## config.mk

```make
export PLATFORM = sky130hd
export DESIGN_NAME = tiled_midpoint_circle_raster_top
export DESIGN_NICKNAME = d
export VERILOG_FILES = /design/src/tmcr_pkg.sv /design/src/tmcr_front.sv /design/src/tmcr_queue.sv /design/src/tmcr_back.sv /design/src/tiled_midpoint_circle_raster_top.sv
export SDC_FILE = /design/constraint.sdc
export NUM_CORES = 1
export LEC_CHECK = 0
export ABC_AREA = 1
export BUFFER_PORTS_ARGS = -buffer_cell sky130_fd_sc_hd__buf_2
export CORE_ASPECT_RATIO = 1.2
export CORE_MARGIN = 1
export CORE_UTILIZATION = 58
export DETAILED_ROUTE_END_ITERATION = 6
export GPL_TIMING_DRIVEN = 1
export PLACE_DENSITY_LB_ADDON = 0.08
export SETUP_SLACK_MARGIN = 0.3
export SYNTH_ARGS = -nofsm -noshare
export SYNTH_HDL_FRONTEND = slang
export SYNTH_SLANG_ARGS = --single-unit
```

## constraint.sdc

```tcl
create_clock -name clk_i -period 3.68 [get_ports clk_i]
set_clock_uncertainty 0.15 [all_clocks]
set_input_delay 0.184 -clock clk_i [delete_from_list [all_inputs] [get_ports clk_i]]
set_output_delay 0.184 -clock clk_i [all_outputs]
set_load 0.005 [all_outputs]
```

## src/tmcr_pkg.sv

```systemverilog
// Shared constants for the tiled midpoint circle rasterizer.
// No dependencies; every other file refers to names here by tmcr_pkg:: scope.
package tmcr_pkg;

  // Tile geometry: 8x8 pixels, one mask bit per pixel.
  localparam int unsigned TILE_SIDE = 8;
  localparam int unsigned TILE_BITS = $clog2(TILE_SIDE);
  localparam int unsigned MASK_W    = TILE_SIDE * TILE_SIDE;

  // Default screen coordinate width.
  localparam int unsigned COORD_BITS_DEF = 12;

  // Width of one queued command as laid out by the front end:
  // {overlap, radius, ty_lo, tx_lo, ry, rx}.
  function automatic int unsigned entry_width(input int unsigned coord_bits);
    return 2 * (coord_bits + 1) + 2 * TILE_BITS + (coord_bits - 1) + 1;
  endfunction

endpackage

```

## src/tmcr_front.sv

```systemverilog
// Front end: takes a circle command, makes it tile-relative, runs the box test.
// Depends on tmcr_pkg; feeds tmcr_queue.
module tmcr_front #(
  parameter int unsigned COORD_BITS = tmcr_pkg::COORD_BITS_DEF,
  parameter int unsigned ENTRY_W    = tmcr_pkg::entry_width(COORD_BITS)
) (
  input  logic                         clk_i,
  input  logic                         rst_ni,
  input  logic                         start_i,
  input  logic signed [COORD_BITS-1:0] center_x_i,
  input  logic signed [COORD_BITS-1:0] center_y_i,
  input  logic        [COORD_BITS-2:0] radius_i,
  input  logic signed [COORD_BITS-1:0] tile_x_i,
  input  logic signed [COORD_BITS-1:0] tile_y_i,
  output logic                         busy_o,
  output logic                         push_o,
  output logic [ENTRY_W-1:0]           entry_o,
  input  logic                         full_i
);

  localparam int unsigned RW = COORD_BITS + 1;  // relative offset width
  localparam int unsigned PW = COORD_BITS + 2;  // offset +/- radius width
  localparam int unsigned TB = tmcr_pkg::TILE_BITS;
  localparam logic signed [PW-1:0] TileLast = PW'(tmcr_pkg::TILE_SIDE - 1);

  logic                         valid_q, valid_d;
  logic signed [COORD_BITS-1:0] cx_q, cy_q, tx_q, ty_q;
  logic        [COORD_BITS-2:0] r_q;

  logic                  accept;
  logic signed [RW-1:0]  rx, ry;
  logic signed [PW-1:0]  rxw, ryw, rw;
  logic                  overlap;

  assign busy_o = valid_q && full_i;
  assign accept = start_i && !busy_o;
  assign push_o = valid_q && !full_i;

  always_comb begin
    valid_d = valid_q;
    if (accept) begin
      valid_d = 1'b1;
    end else if (push_o) begin
      valid_d = 1'b0;
    end
  end

  always_ff @(posedge clk_i or negedge rst_ni) begin
    if (!rst_ni) begin
      valid_q <= 1'b0;
    end else begin
      valid_q <= valid_d;
    end
  end

  always_ff @(posedge clk_i) begin
    if (accept) begin
      cx_q <= center_x_i;
      cy_q <= center_y_i;
      r_q  <= radius_i;
      tx_q <= tile_x_i;
      ty_q <= tile_y_i;
    end
  end

  // Center relative to the tile origin; the back end only adds +/-a, +/-b.
  assign rx  = RW'(cx_q) - RW'(tx_q);
  assign ry  = RW'(cy_q) - RW'(ty_q);
  assign rxw = PW'(rx);
  assign ryw = PW'(ry);
  assign rw  = signed'(PW'(r_q));

  // Box [c-r, c+r] meets [t, t+7] on both axes.
  assign overlap = (rxw + rw >= 0) && (rxw - rw <= TileLast) &&
                   (ryw + rw >= 0) && (ryw - rw <= TileLast);

  assign entry_o = {overlap, r_q, ty_q[TB-1:0], tx_q[TB-1:0], ry, rx};

endmodule

```

## src/tmcr_queue.sv

```systemverilog
// Two-entry command queue between front end and back end.
// Depends on tmcr_pkg for the default entry width.
module tmcr_queue #(
  parameter int unsigned ENTRY_W = tmcr_pkg::entry_width(tmcr_pkg::COORD_BITS_DEF)
) (
  input  logic               clk_i,
  input  logic               rst_ni,
  input  logic               push_i,
  input  logic [ENTRY_W-1:0] entry_i,
  output logic               full_o,
  input  logic               pop_i,
  output logic               empty_o,
  output logic [ENTRY_W-1:0] entry_o
);

  logic [ENTRY_W-1:0] mem_q [2];
  logic               wr_q, wr_d, rd_q, rd_d;
  logic [1:0]         cnt_q, cnt_d;

  assign full_o  = (cnt_q == 2'd2);
  assign empty_o = (cnt_q == 2'd0);
  assign entry_o = mem_q[rd_q];

  always_comb begin
    wr_d  = wr_q;
    rd_d  = rd_q;
    cnt_d = cnt_q;
    if (push_i) begin
      wr_d = ~wr_q;
    end
    if (pop_i) begin
      rd_d = ~rd_q;
    end
    if (push_i && !pop_i) begin
      cnt_d = cnt_q + 2'd1;
    end else if (pop_i && !push_i) begin
      cnt_d = cnt_q - 2'd1;
    end
  end

  always_ff @(posedge clk_i or negedge rst_ni) begin
    if (!rst_ni) begin
      wr_q  <= 1'b0;
      rd_q  <= 1'b0;
      cnt_q <= 2'd0;
    end else begin
      wr_q  <= wr_d;
      rd_q  <= rd_d;
      cnt_q <= cnt_d;
    end
  end

  always_ff @(posedge clk_i) begin
    if (push_i) begin
      mem_q[wr_q] <= entry_i;
    end
  end

endmodule

```

## src/tmcr_back.sv

```systemverilog
// Back end: midpoint circle walk, one octant step and eight plots per cycle.
// Depends on tmcr_pkg; pops commands from tmcr_queue.
module tmcr_back #(
  parameter int unsigned COORD_BITS = tmcr_pkg::COORD_BITS_DEF,
  parameter int unsigned ENTRY_W    = tmcr_pkg::entry_width(COORD_BITS)
) (
  input  logic                        clk_i,
  input  logic                        rst_ni,
  input  logic                        empty_i,
  input  logic [ENTRY_W-1:0]          entry_i,
  output logic                        pop_o,
  output logic                        done_o,
  output logic [tmcr_pkg::MASK_W-1:0] pixel_mask_o,
  output logic                        box_overlaps_o
);

  localparam int unsigned RW = COORD_BITS + 1;
  localparam int unsigned PW = COORD_BITS + 2;
  localparam int unsigned DW = COORD_BITS + 3;
  localparam int unsigned TB = tmcr_pkg::TILE_BITS;
  localparam int unsigned MW = tmcr_pkg::MASK_W;
  localparam logic signed [DW-1:0] One   = DW'(1);
  localparam logic signed [DW-1:0] Three = DW'(3);
  localparam logic signed [DW-1:0] Five  = DW'(5);

  typedef enum logic {
    ST_IDLE,
    ST_RUN
  } state_e;

  state_e                 state_q;
  logic                   done_q;
  logic [MW-1:0]          mask_q, mask_d;
  logic                   ovl_q;
  logic [COORD_BITS-1:0]  a_q, b_q;
  logic signed [DW-1:0]   d_q;
  logic signed [RW-1:0]   rx_q, ry_q;
  logic [TB-1:0]          txl_q, tyl_q;

  // Unpacked queue head.
  logic signed [RW-1:0]   e_rx, e_ry;
  logic [TB-1:0]          e_txl, e_tyl;
  logic [COORD_BITS-2:0]  e_r;
  logic                   e_ovl;

  logic                   step;
  logic signed [PW-1:0]   aw, bw, rxw, ryw;
  logic signed [PW-1:0]   px [8];
  logic signed [PW-1:0]   py [8];
  logic signed [DW-1:0]   ad, bd;

  assign {e_ovl, e_r, e_tyl, e_txl, e_ry, e_rx} = entry_i;

  assign pop_o = (state_q == ST_IDLE) && !empty_i;
  assign step  = (state_q == ST_RUN) && (a_q <= b_q);

  assign aw  = signed'(PW'(a_q));
  assign bw  = signed'(PW'(b_q));
  assign rxw = PW'(rx_q);
  assign ryw = PW'(ry_q);
  assign ad  = signed'(DW'(a_q));
  assign bd  = signed'(DW'(b_q));

  // Eight octant mirrors of (a, b), tile-relative.
  always_comb begin
    px[0] = rxw + aw;  py[0] = ryw + bw;
    px[1] = rxw - aw;  py[1] = ryw + bw;
    px[2] = rxw + aw;  py[2] = ryw - bw;
    px[3] = rxw - aw;  py[3] = ryw - bw;
    px[4] = rxw + bw;  py[4] = ryw + aw;
    px[5] = rxw - bw;  py[5] = ryw + aw;
    px[6] = rxw + bw;  py[6] = ryw - aw;
    px[7] = rxw - bw;  py[7] = ryw - aw;
  end

  // Drop points off the tile; place the rest by their low screen bits.
  always_comb begin
    logic [TB-1:0] bx, by;
    mask_d = mask_q;
    for (int i = 0; i < 8; i++) begin
      bx = txl_q + px[i][TB-1:0];
      by = tyl_q + py[i][TB-1:0];
      if (px[i][PW-1:TB] == '0 && py[i][PW-1:TB] == '0) begin
        mask_d = mask_d | (MW'(1) << {by, bx});
      end
    end
  end

  always_ff @(posedge clk_i or negedge rst_ni) begin
    if (!rst_ni) begin
      state_q <= ST_IDLE;
      done_q  <= 1'b0;
    end else begin
      done_q <= 1'b0;
      unique case (state_q)
        ST_IDLE: begin
          if (pop_o) begin
            state_q <= ST_RUN;
          end
        end
        ST_RUN: begin
          if (!step) begin
            done_q  <= 1'b1;
            state_q <= ST_IDLE;
          end
        end
        default: state_q <= ST_IDLE;
      endcase
    end
  end

  always_ff @(posedge clk_i) begin
    if (pop_o) begin
      a_q    <= '0;
      b_q    <= COORD_BITS'(e_r);
      d_q    <= One - signed'(DW'(e_r));
      rx_q   <= e_rx;
      ry_q   <= e_ry;
      txl_q  <= e_txl;
      tyl_q  <= e_tyl;
      ovl_q  <= e_ovl;
      mask_q <= '0;
    end else if (step) begin
      mask_q <= mask_d;
      a_q    <= a_q + 1'b1;
      if (d_q < 0) begin
        d_q <= d_q + (ad <<< 1) + Three;
      end else begin
        d_q <= d_q + ((ad - bd) <<< 1) + Five;
        // Zero radius: hold b at zero so the walk ends after the center.
        if (b_q != '0) begin
          b_q <= b_q - 1'b1;
        end
      end
    end
  end

  assign done_o         = done_q;
  assign pixel_mask_o   = mask_q;
  assign box_overlaps_o = ovl_q;

  // A result follows only the end of a walk.
  assert property (@(posedge clk_i) disable iff (!rst_ni)
    done_q |-> $past(state_q == ST_RUN) && $past(a_q > b_q))
    else $error("result without finished walk");

  // The walk leaves a past b by at most two.
  assert property (@(posedge clk_i) disable iff (!rst_ni)
    (state_q == ST_RUN) |-> ({1'b0, a_q} <= {1'b0, b_q} + 2'd2))
    else $error("walk overshot the octant");

  // The next command is taken only once the current one is out.
  assert property (@(posedge clk_i) disable iff (!rst_ni)
    pop_o |-> !(state_q == ST_RUN))
    else $error("queue popped during walk");

  // Every finished walk returns to idle.
  assert property (@(posedge clk_i) disable iff (!rst_ni)
    done_q |-> state_q == ST_IDLE)
    else $error("state stuck after result");

endmodule

```

## src/tiled_midpoint_circle_raster_top.sv

```systemverilog
// Path from start to done_o: front stage, queue, the octant walk, the exit
//   from the walk, then the output register.
// Request rate is set by the single midpoint stepper in the back end, which
//   takes the next request only after its current walk ends.
// Reset: rst_ni clears the front stage, queue and stepper; done_o stays low.
// done_o pulses one cycle per request; the receiver cannot stall.
module tiled_midpoint_circle_raster_top #(
  parameter int unsigned COORD_BITS = tmcr_pkg::COORD_BITS_DEF
) (
  input  logic                        clk_i,
  input  logic                        rst_ni,
  input  logic                        start,
  output logic                        busy,
  input  logic signed [COORD_BITS-1:0] center_x_i,
  input  logic signed [COORD_BITS-1:0] center_y_i,
  input  logic        [COORD_BITS-2:0] radius_i,
  input  logic signed [COORD_BITS-1:0] tile_x_i,
  input  logic signed [COORD_BITS-1:0] tile_y_i,
  output logic                        done_o,
  output logic [tmcr_pkg::MASK_W-1:0] pixel_mask_o,
  output logic                        box_overlaps_o
);

  localparam int unsigned ENTRY_W = tmcr_pkg::entry_width(COORD_BITS);

  // Front-to-queue and queue-to-back handshake.
  logic               push, full, pop, empty;
  logic [ENTRY_W-1:0] push_entry, head_entry;

  // Accept a request, offset it to the tile, run the box test; hold while
  // the queue is full.
  tmcr_front #(
    .COORD_BITS (COORD_BITS),
    .ENTRY_W    (ENTRY_W)
  ) u_front (
    .clk_i      (clk_i),
    .rst_ni     (rst_ni),
    .start_i    (start),
    .center_x_i (center_x_i),
    .center_y_i (center_y_i),
    .radius_i   (radius_i),
    .tile_x_i   (tile_x_i),
    .tile_y_i   (tile_y_i),
    .busy_o     (busy),
    .push_o     (push),
    .entry_o    (push_entry),
    .full_i     (full)
  );

  // Buffer up to two classified requests so the front keeps accepting
  // while the stepper walks.
  tmcr_queue #(
    .ENTRY_W (ENTRY_W)
  ) u_queue (
    .clk_i   (clk_i),
    .rst_ni  (rst_ni),
    .push_i  (push),
    .entry_i (push_entry),
    .full_o  (full),
    .pop_i   (pop),
    .empty_o (empty),
    .entry_o (head_entry)
  );

  // Walk the octant, mirror eight ways, drop off-tile pixels, and
  // emit the mask with the box flag.
  tmcr_back #(
    .COORD_BITS (COORD_BITS),
    .ENTRY_W    (ENTRY_W)
  ) u_back (
    .clk_i          (clk_i),
    .rst_ni         (rst_ni),
    .empty_i        (empty),
    .entry_i        (head_entry),
    .pop_o          (pop),
    .done_o         (done_o),
    .pixel_mask_o   (pixel_mask_o),
    .box_overlaps_o (box_overlaps_o)
  );

endmodule

```

# == Word-level counts from Yosys, hierarchy flattened ==
# Memories as Yosys holds them, arrays and structs flattened.
# Cells that the tools add are included.
# totals
inputBits,62
mem_bits_rw,88
out_inout_bits,67
n_memories,1
reg_bits,202
# mem_list
name,depth,width,read_ports,rd_clocked_by_memory_dff,wr,line_no,rtl
u_queue.mem_q,2,44,1,0,1,tmcr_queue.sv:16,logic [ENTRY_W-1:0] mem_q [2];
# op_classes
n_mux,26
reduce_logical,39
add_sub_neg,32
n_shift,8
bitwise_logic,12
eq_ne,2
n_lt_le_gt_ge,6
# op_table
cell,count
64-bit two-way mux,8
64-bit bitwise OR,8
1-bit by 6-bit << shifter with 64-bit output (first input constant),8
11-bit zero test,8
32-bit by 1-bit >= comparator with 1-bit output (second input constant),2
13-bit by 13-bit adder with 14-bit output,4
13-bit by 13-bit subtractor with 14-bit output,4
15-bit two-way mux,3
11-bit two-way mux,4
12-bit by 12-bit subtractor with 13-bit output,3
15-bit by 14-bit adder with 15-bit output,2
13-bit by 12-bit adder with 14-bit output,2
14-bit by 4-bit less-or-equal comparator with 1-bit output (second input constant),2
13-bit by 12-bit subtractor with 14-bit output,2
3-bit adder,8
1-bit logical AND,18
15-bit by 3-bit adder with 15-bit output (second input constant),1
15-bit by 4-bit adder with 15-bit output (second input constant),1
15-bit by 1-bit less-than comparator with 1-bit output (second input constant),1
12-bit by 1-bit adder with 12-bit output (second input constant),1
12-bit less-or-equal comparator,1
12-bit nonzero test,1
1-bit by 11-bit subtractor with 12-bit output (first input constant),1
12-bit by 1-bit subtractor with 12-bit output (second input constant),1
12 further kinds,31

# == Longest topological paths before layout ==
# logic_depth
word_depth,19
ltp_mapped,27

# == Hierarchy ==
# From an unflattened synthesis, not the netlist that was laid out.
# hier_totals
hier_cells,4295
area_unflattened_um2,28852.7
# by_module_without_submodules
module,cells_per_inst,n_inst,seq_area_each_um2,area_per_inst_um2
tmcr_back,3544,1,3363.2,20419.6
tmcr_front,589,1,1796.7,4850.9
tmcr_queue,162,1,2742.6,3582.2

# == Least setup slack after synthesis ==
# Ideal clock, no wire load.
# synth_timing
path_kind,register to register
from,register u_back.b_q[1]
to,"register u_back.d_q[13], data pin"
n_path_buf,0
setup_ps,255
arrival_ps,3297
stages_incl_launch_ff,23
required_time_ps,3275
slack_ps,-22
cell_sequence,edfxtp_1 > inv_1 > ha_1 > nand2_1 > o21ai_1 > a21oi_1 > nor2_1 > nor2_1 > xor2_1 > inv_1 > ha_1 > ha_1 > inv_1 > nor3_1 > a21oi_1 > o21ai_0 > a21oi_1 > o21bai_1 > a21oi_1 > o21ai_0 > nand2_1 > nand2_1 > nand2_1
# synth_via
elab_chain_cells,6
# synth_rtl
element,line_no,rtl
from (decl),tmcr_back.sv:35,"logic [COORD_BITS-1:0] a_q, b_q;"
from (signal assigned),tmcr_back.sv:115,b_q <= COORD_BITS'(e_r);
from (signal assigned),tmcr_back.sv:132,b_q <= b_q - 1'b1;
12-bit by 12-bit subtractor with 13-bit output,tmcr_back.sv:129,d_q <= d_q + ((ad - bd) <<< 1) + Five;
15-bit by 14-bit adder with 15-bit output,tmcr_back.sv:129,
15-bit by 4-bit adder with 15-bit output,tmcr_back.sv:129,
15-bit two-way mux,tmcr_back.sv:126,if (d_q < 0) begin
15-bit two-way mux,tmcr_back.sv:123,end else if (step) begin
15-bit two-way mux,tmcr_back.sv:113,if (pop_o) begin
to (signal assigned),tmcr_back.sv:116,d_q <= One - signed'(DW'(e_r));
to (signal assigned),tmcr_back.sv:127,d_q <= d_q + (ad <<< 1) + Three;
to (signal assigned),tmcr_back.sv:129,
to (decl),tmcr_back.sv:36,logic signed [DW-1:0] d_q;
# No other way between the ends. The select of a mux whose other input is x is not followed.
# A chain may end at the register's enable or synchronous reset.

# == Worst setup path after layout ==
# layout_timing
from,register u_back.rx_q[0]
to,register u_back.mask_q[36] (netlist: u_back.pixel_mask_o[36])
# layout_via
elab_chain_cells,19
elab_cells_between_ends,44
# layout_rtl
element,line_no,rtl
from (decl),tmcr_back.sv:37,"logic signed [RW-1:0] rx_q, ry_q;"
from (signal assigned),tmcr_back.sv:117,rx_q <= e_rx;
13-bit by 13-bit adder with 14-bit output,"tmcr_back.sv:66, tmcr_back.sv:68",
3-bit adder,tmcr_back.sv:81,bx = txl_q + px[i][TB-1:0];
1-bit by 6-bit << shifter with 64-bit output,tmcr_back.sv:84,"mask_d = mask_d | (MW'(1) << {by, bx});"
64-bit bitwise OR,tmcr_back.sv:84,
64-bit two-way mux,tmcr_back.sv:83,if (px[i][PW-1:TB] == '0 && py[i][PW-1:TB] == '0) begin
64-bit bitwise OR,tmcr_back.sv:84,
64-bit two-way mux,tmcr_back.sv:83,
64-bit bitwise OR,tmcr_back.sv:84,
(+3 left out),n/a,
64-bit bitwise OR,tmcr_back.sv:84,
64-bit two-way mux,tmcr_back.sv:83,
64-bit bitwise OR,tmcr_back.sv:84,
64-bit two-way mux,tmcr_back.sv:83,
64-bit bitwise OR,tmcr_back.sv:84,
64-bit two-way mux,tmcr_back.sv:83,
64-bit bitwise OR,tmcr_back.sv:84,
64-bit two-way mux *,tmcr_back.sv:83,
to (signal assigned),tmcr_back.sv:124,mask_q <= mask_d;
to (decl),tmcr_back.sv:33,"logic [MW-1:0] mask_q, mask_d;"
# Every way passes the cells marked *; elsewhere a longest branch is shown, timed or not.

==> impl_metrics.py <==
metrics = {
    "route": {
        "vias_per_cell": 6.01,
        "vias": 31600,
        "detail_route.iter0.violations": 3654,
        "wl_mm": 111,
        "drt_pre_antenna_iters": 7,
        "route.detailed.drc": 6,
        "routed_wire_length_per_instance_um": 21.2,
        "antenna_violating_nets_post_route": 0,
    },
    "critical_path": {
        "regToRegEndpoint": "u_back.pixel_mask_o[36]$_SDFFE_PP0P_",
        "cp_slowest_stage_delay_ps": 520,
        "critical_path_top_delay_cell": "sky130_fd_sc_hd__fa_2",
        "timing_worst_setup_path_type": "flip-flop to flip-flop",
        "worst_r2r_path_depth": 23,
        "worst-path-stages": 23,
        "wp_data_arrival_ps": 4100,
        "largest_delay_contributor_family_on_the_critical_path": "simple AND/OR/NAND/NOR gates",
        "worst_setup_path_start_kind": "flip-flop",
        "end_kind": "flip-flop",
        "startpoint": "u_back.rx_q[0]$_DFFE_PP_",
        "worstPathRequired_ps": 3970,
        "critical_path.max_fanout": 3,
        "r2r-start": "u_back.rx_q[0]$_DFFE_PP_",
        "cpMostUsedCell": "sky130_fd_sc_hd__nand2_1",
        "crit_end": "u_back.pixel_mask_o[36]$_SDFFE_PP0P_",
        "critical_path_buf_inv_count": 6,
        "reg2reg_slack_ps": -130,
        "crit_chain": "buf_6 -> ha_4 -> fa_2 -> inv_2 -> fa_2 -> xnor2_2 -> or2_4 -> nand2_4 -> clkinvlp_4 -> buf_12 -> buf_6 -> nand2_4 -> nor2_2 -> inv_2 -> nor2_1 -> nand2_1 -> nor2_1 -> nor2_1 -> nand2_1 -> nor2_2 -> nand2_1 -> nand2_1 -> a21oi_1",
    },
    "clocking": {
        "cts_buffers": 31,
        "cts.path.max_buffers": 3,
        "clock_insertion_delay_worst_skew_ps": 600,
        "cts.htree.levels": 1,
        "clock_slew_at_the_register_clock_pins_of_the_worst_setup_and_hold_paths_ps": 80,
        "clock_tree.root_cell": "sky130_fd_sc_hd__clkbuf_16",
        "tritoncts": "built",
        "clock_sink_count": 290,
    },
    "cells_and_area": {
        "layout.nets": 4925,
        "flow.area_growth_from_synthesis_pct": 32.4,
        "multiInputGateArea_mm2": 0.0193,
        "final_cell_mix": "sky130_fd_sc_hd__nand2_1, sky130_fd_sc_hd__inv_1, sky130_fd_sc_hd__nor2_1",
        "instances_no_fill": 5248,
        "insertedDiodeCount": 0,
        "final.fill_count": 3530,
        "layout-drive-gt1-share_pct": 25.4,
        "final-seq-area_mm2": 0.00791,
        "final_common_cell": "sky130_fd_sc_hd__nand2_1",
    },
    "logic_synthesis": {
        "synthCells": 4135,
        "yosys.area.top_type": "sky130_fd_sc_hd__edfxtp_1",
        "edff_count_synth": 206,
        "netlist_area_mm2": 0.0276,
        "seq_area_frac_synth_pct": 28.7,
        "synth_ff_type": "sky130_fd_sc_hd__edfxtp_1",
        "async_reset_ff_share_pct": 2.41,
        "ys_warn_count": 0,
        "ys_types": 56,
        "ys_top_cells_by_area": "sky130_fd_sc_hd__edfxtp_1, sky130_fd_sc_hd__nand2_1, sky130_fd_sc_hd__ha_1, sky130_fd_sc_hd__nand3_1, sky130_fd_sc_hd__nor2_1",
        "yosys.area.top_type_share_pct": 22.4,
        "syn-mean-instance-area_um2": 6.67,
        "postSynthRegisterBits": 290,
        "synth_fp_nets": 4459,
    },
    "floorplan": {
        "core_area_mm2": 0.0469,
        "floorplan.die_area_mm2": 0.0484,
        "rows": 87,
        "die-height_um": 241,
        "top_level_ports": 129,
        "floorplan.initialDensity_pct": 58.8,
        "die_x_um": 201,
    },
    "timing": {
        "finalSetupViolCount": 49,
        "final_period_minus_worst_setup_slack_ps": 3810,
        "layout_setup_ws_ps": -126,
        "timing.final.crit_share_pct": 103,
        "number_of_failing_hold_endpoints_at_the_final_stage": 0,
        "grt_setup_unrepaired": "true",
        "worstMarginPinSlew_ps": 1030,
        "fmax_ghz": 0.263,
        "final_max_slew_viol_count": 0,
        "max_slew_margin_pct": 31.1,
        "timing.setup.tns_ps": -2810,
    },
    "place": {
        "placedCellCount": 5014,
        "number_of_buffers_inserted_by_port_buffering": 128,
        "dpl.hpwl_mm": 76.8,
        "finalWeightedCongestion": 1.04,
    },
    "pwr": {
        "p_per_area_mw_per_mm2": 301,
        "power.static_leakage_nw": 17.1,
        "vdd_drop_max_v": 0.000656,
    },
    "global_route": {
        "maximum_number_of_pins_on_one_net_before_global_route_repair": 119,
        "grt_first_pass_wirelength_mm": 166,
        "grt_antenna_before_repair": 1,
        "global_route.overflow_total": 0,
        "vias_in_the_first_global_route": 29900,
        "grtUsageTotal_pct": 44.3,
    },
    "status": {
        "violations": "DRC, setup timing",
        "status": "finished, violations left",
    },
    "hold_path": {
        "hold_path.class": "input pin to flip-flop",
    },
    "run": {
        "max_cap_viol_count": 0,
    },
}
## state kept, by name (all words and copies together) (netlist names), 13 cells and up
register,count
u_queue.mem_q,88
u_back.rx_q,13
u_back.ry_q,13
u_back.pixel_mask_o,64
u_back.d_q,15
## timing repair
action | 4_1_cts | 5_1_grt
endpoints found under the hold margin | 67 | 0
pin swaps | 157 | 162
gates cloned | 13 | 1
hold buffers | 62 | 0
setup endpoints to repair | 85 | 112
setup buffers | 68 | 33
gates resized for setup | 460 | 231
## where the power goes
part | internal, W | total (W) | switching (W)
registers | 0.00420 | 0.00436 | 0.000153
logic | 0.00138 | 0.00350 | 0.00212
clock network | 0.00177 | 0.00313 | 0.00136
total | 0.00735 | 0.0110 | 0.00363
## cells in the mapped netlist (21+ instances only)
master	count
sky130_fd_sc_hd__o21ai_1	21
sky130_fd_sc_hd__xnor2_1	21
sky130_fd_sc_hd__ha_1	239
sky130_fd_sc_hd__xor2_1	69
sky130_fd_sc_hd__inv_1	489
sky130_fd_sc_hd__nor2_1	490
sky130_fd_sc_hd__buf_2	55
sky130_fd_sc_hd__o21ai_0	116
sky130_fd_sc_hd__buf_4	25
sky130_fd_sc_hd__nand4_1	168
sky130_fd_sc_hd__dfxtp_1	77
sky130_fd_sc_hd__clkbuf_1	94
sky130_fd_sc_hd__o21bai_1	29
sky130_fd_sc_hd__a21oi_1	245
sky130_fd_sc_hd__fa_1	23
sky130_fd_sc_hd__edfxtp_1	206
sky130_fd_sc_hd__nor3_1	105
sky130_fd_sc_hd__nand2_1	1115
sky130_fd_sc_hd__nand3_1	375
## metrics by stage
step	area, um^2	util (%)	hold WS (ps)	setup WS, ps	power [W]
2_1_floorplan	27700	-	-262	210	0.00628
3_3_place_gp	31000	66.2	-126	-87.5	0.00739
3_5_place_dp	31000	66.2	-120	-147	0.00746
4_1_cts	35300	75.2	141	-24.4	0.0108
5_1_grt	36500	77.8	164	-275	0.0114
6_report	36500	77.8	143	-126	0.0110
## area by class of cell
| class | instances | area share (%) |
|---|---|---|
| clock buffers | 46 | 2.48 |
| clock inverters | 11 | 0.285 |
| inverters | 508 | 5.32 |
| multi-input cells | 3148 | 52.9 |
| flip-flops and latches | 290 | 21.7 |
| well taps | 623 | 2.14 |
| repair buffers | 622 | 15.2 |
## worst min path at each step
stage	start	endpoint	slack, ps	cells after the start
detailed placement	rst_ni	u_back.done_o$_DFF_PN0_	-120	1
finish	tile_x_i[3]	u_front.tx_q[3]$_DFFE_PP_	140	2
CTS	tile_x_i[11]	u_front.tx_q[11]$_DFFE_PP_	140	2
global placement	rst_ni	u_front.valid_q$_DFFE_PN0P_	-130	1
global route	center_x_i[2]	u_front.cx_q[2]$_DFFE_PP_	160	2
floorplan	rst_ni	u_back.done_o$_DFF_PN0_	-260	0
## layer usage
| layer | up-vias | track usage, % | share of wire (%) |
|---|---|---|---|
| met5 | - | 0 | 0.014 |
| met4 | 2 | 36.6 | 10 |
| met3 | 674 | 9.79 | 11 |
| met2 | 1976 | 73.5 | 45 |
| met1 | 14400 | 49.2 | 34 |
| li1 | 14500 | - | - |
## cells by family (layout without fill, tap and decap cells)
logic type	after synthesis	after routing	share of synthesized area [%]
flops	290	290	28.7
mux	4	4	0.145
xor+xnor	90	90	2.86
buf+inv	697	1187	10.3
compound gates	477	477	9.53
fa+ha+maj	262	262	12.5
simple gates	2315	2315	36.0
No activity file was read; power rests on OpenSTA's default activity.
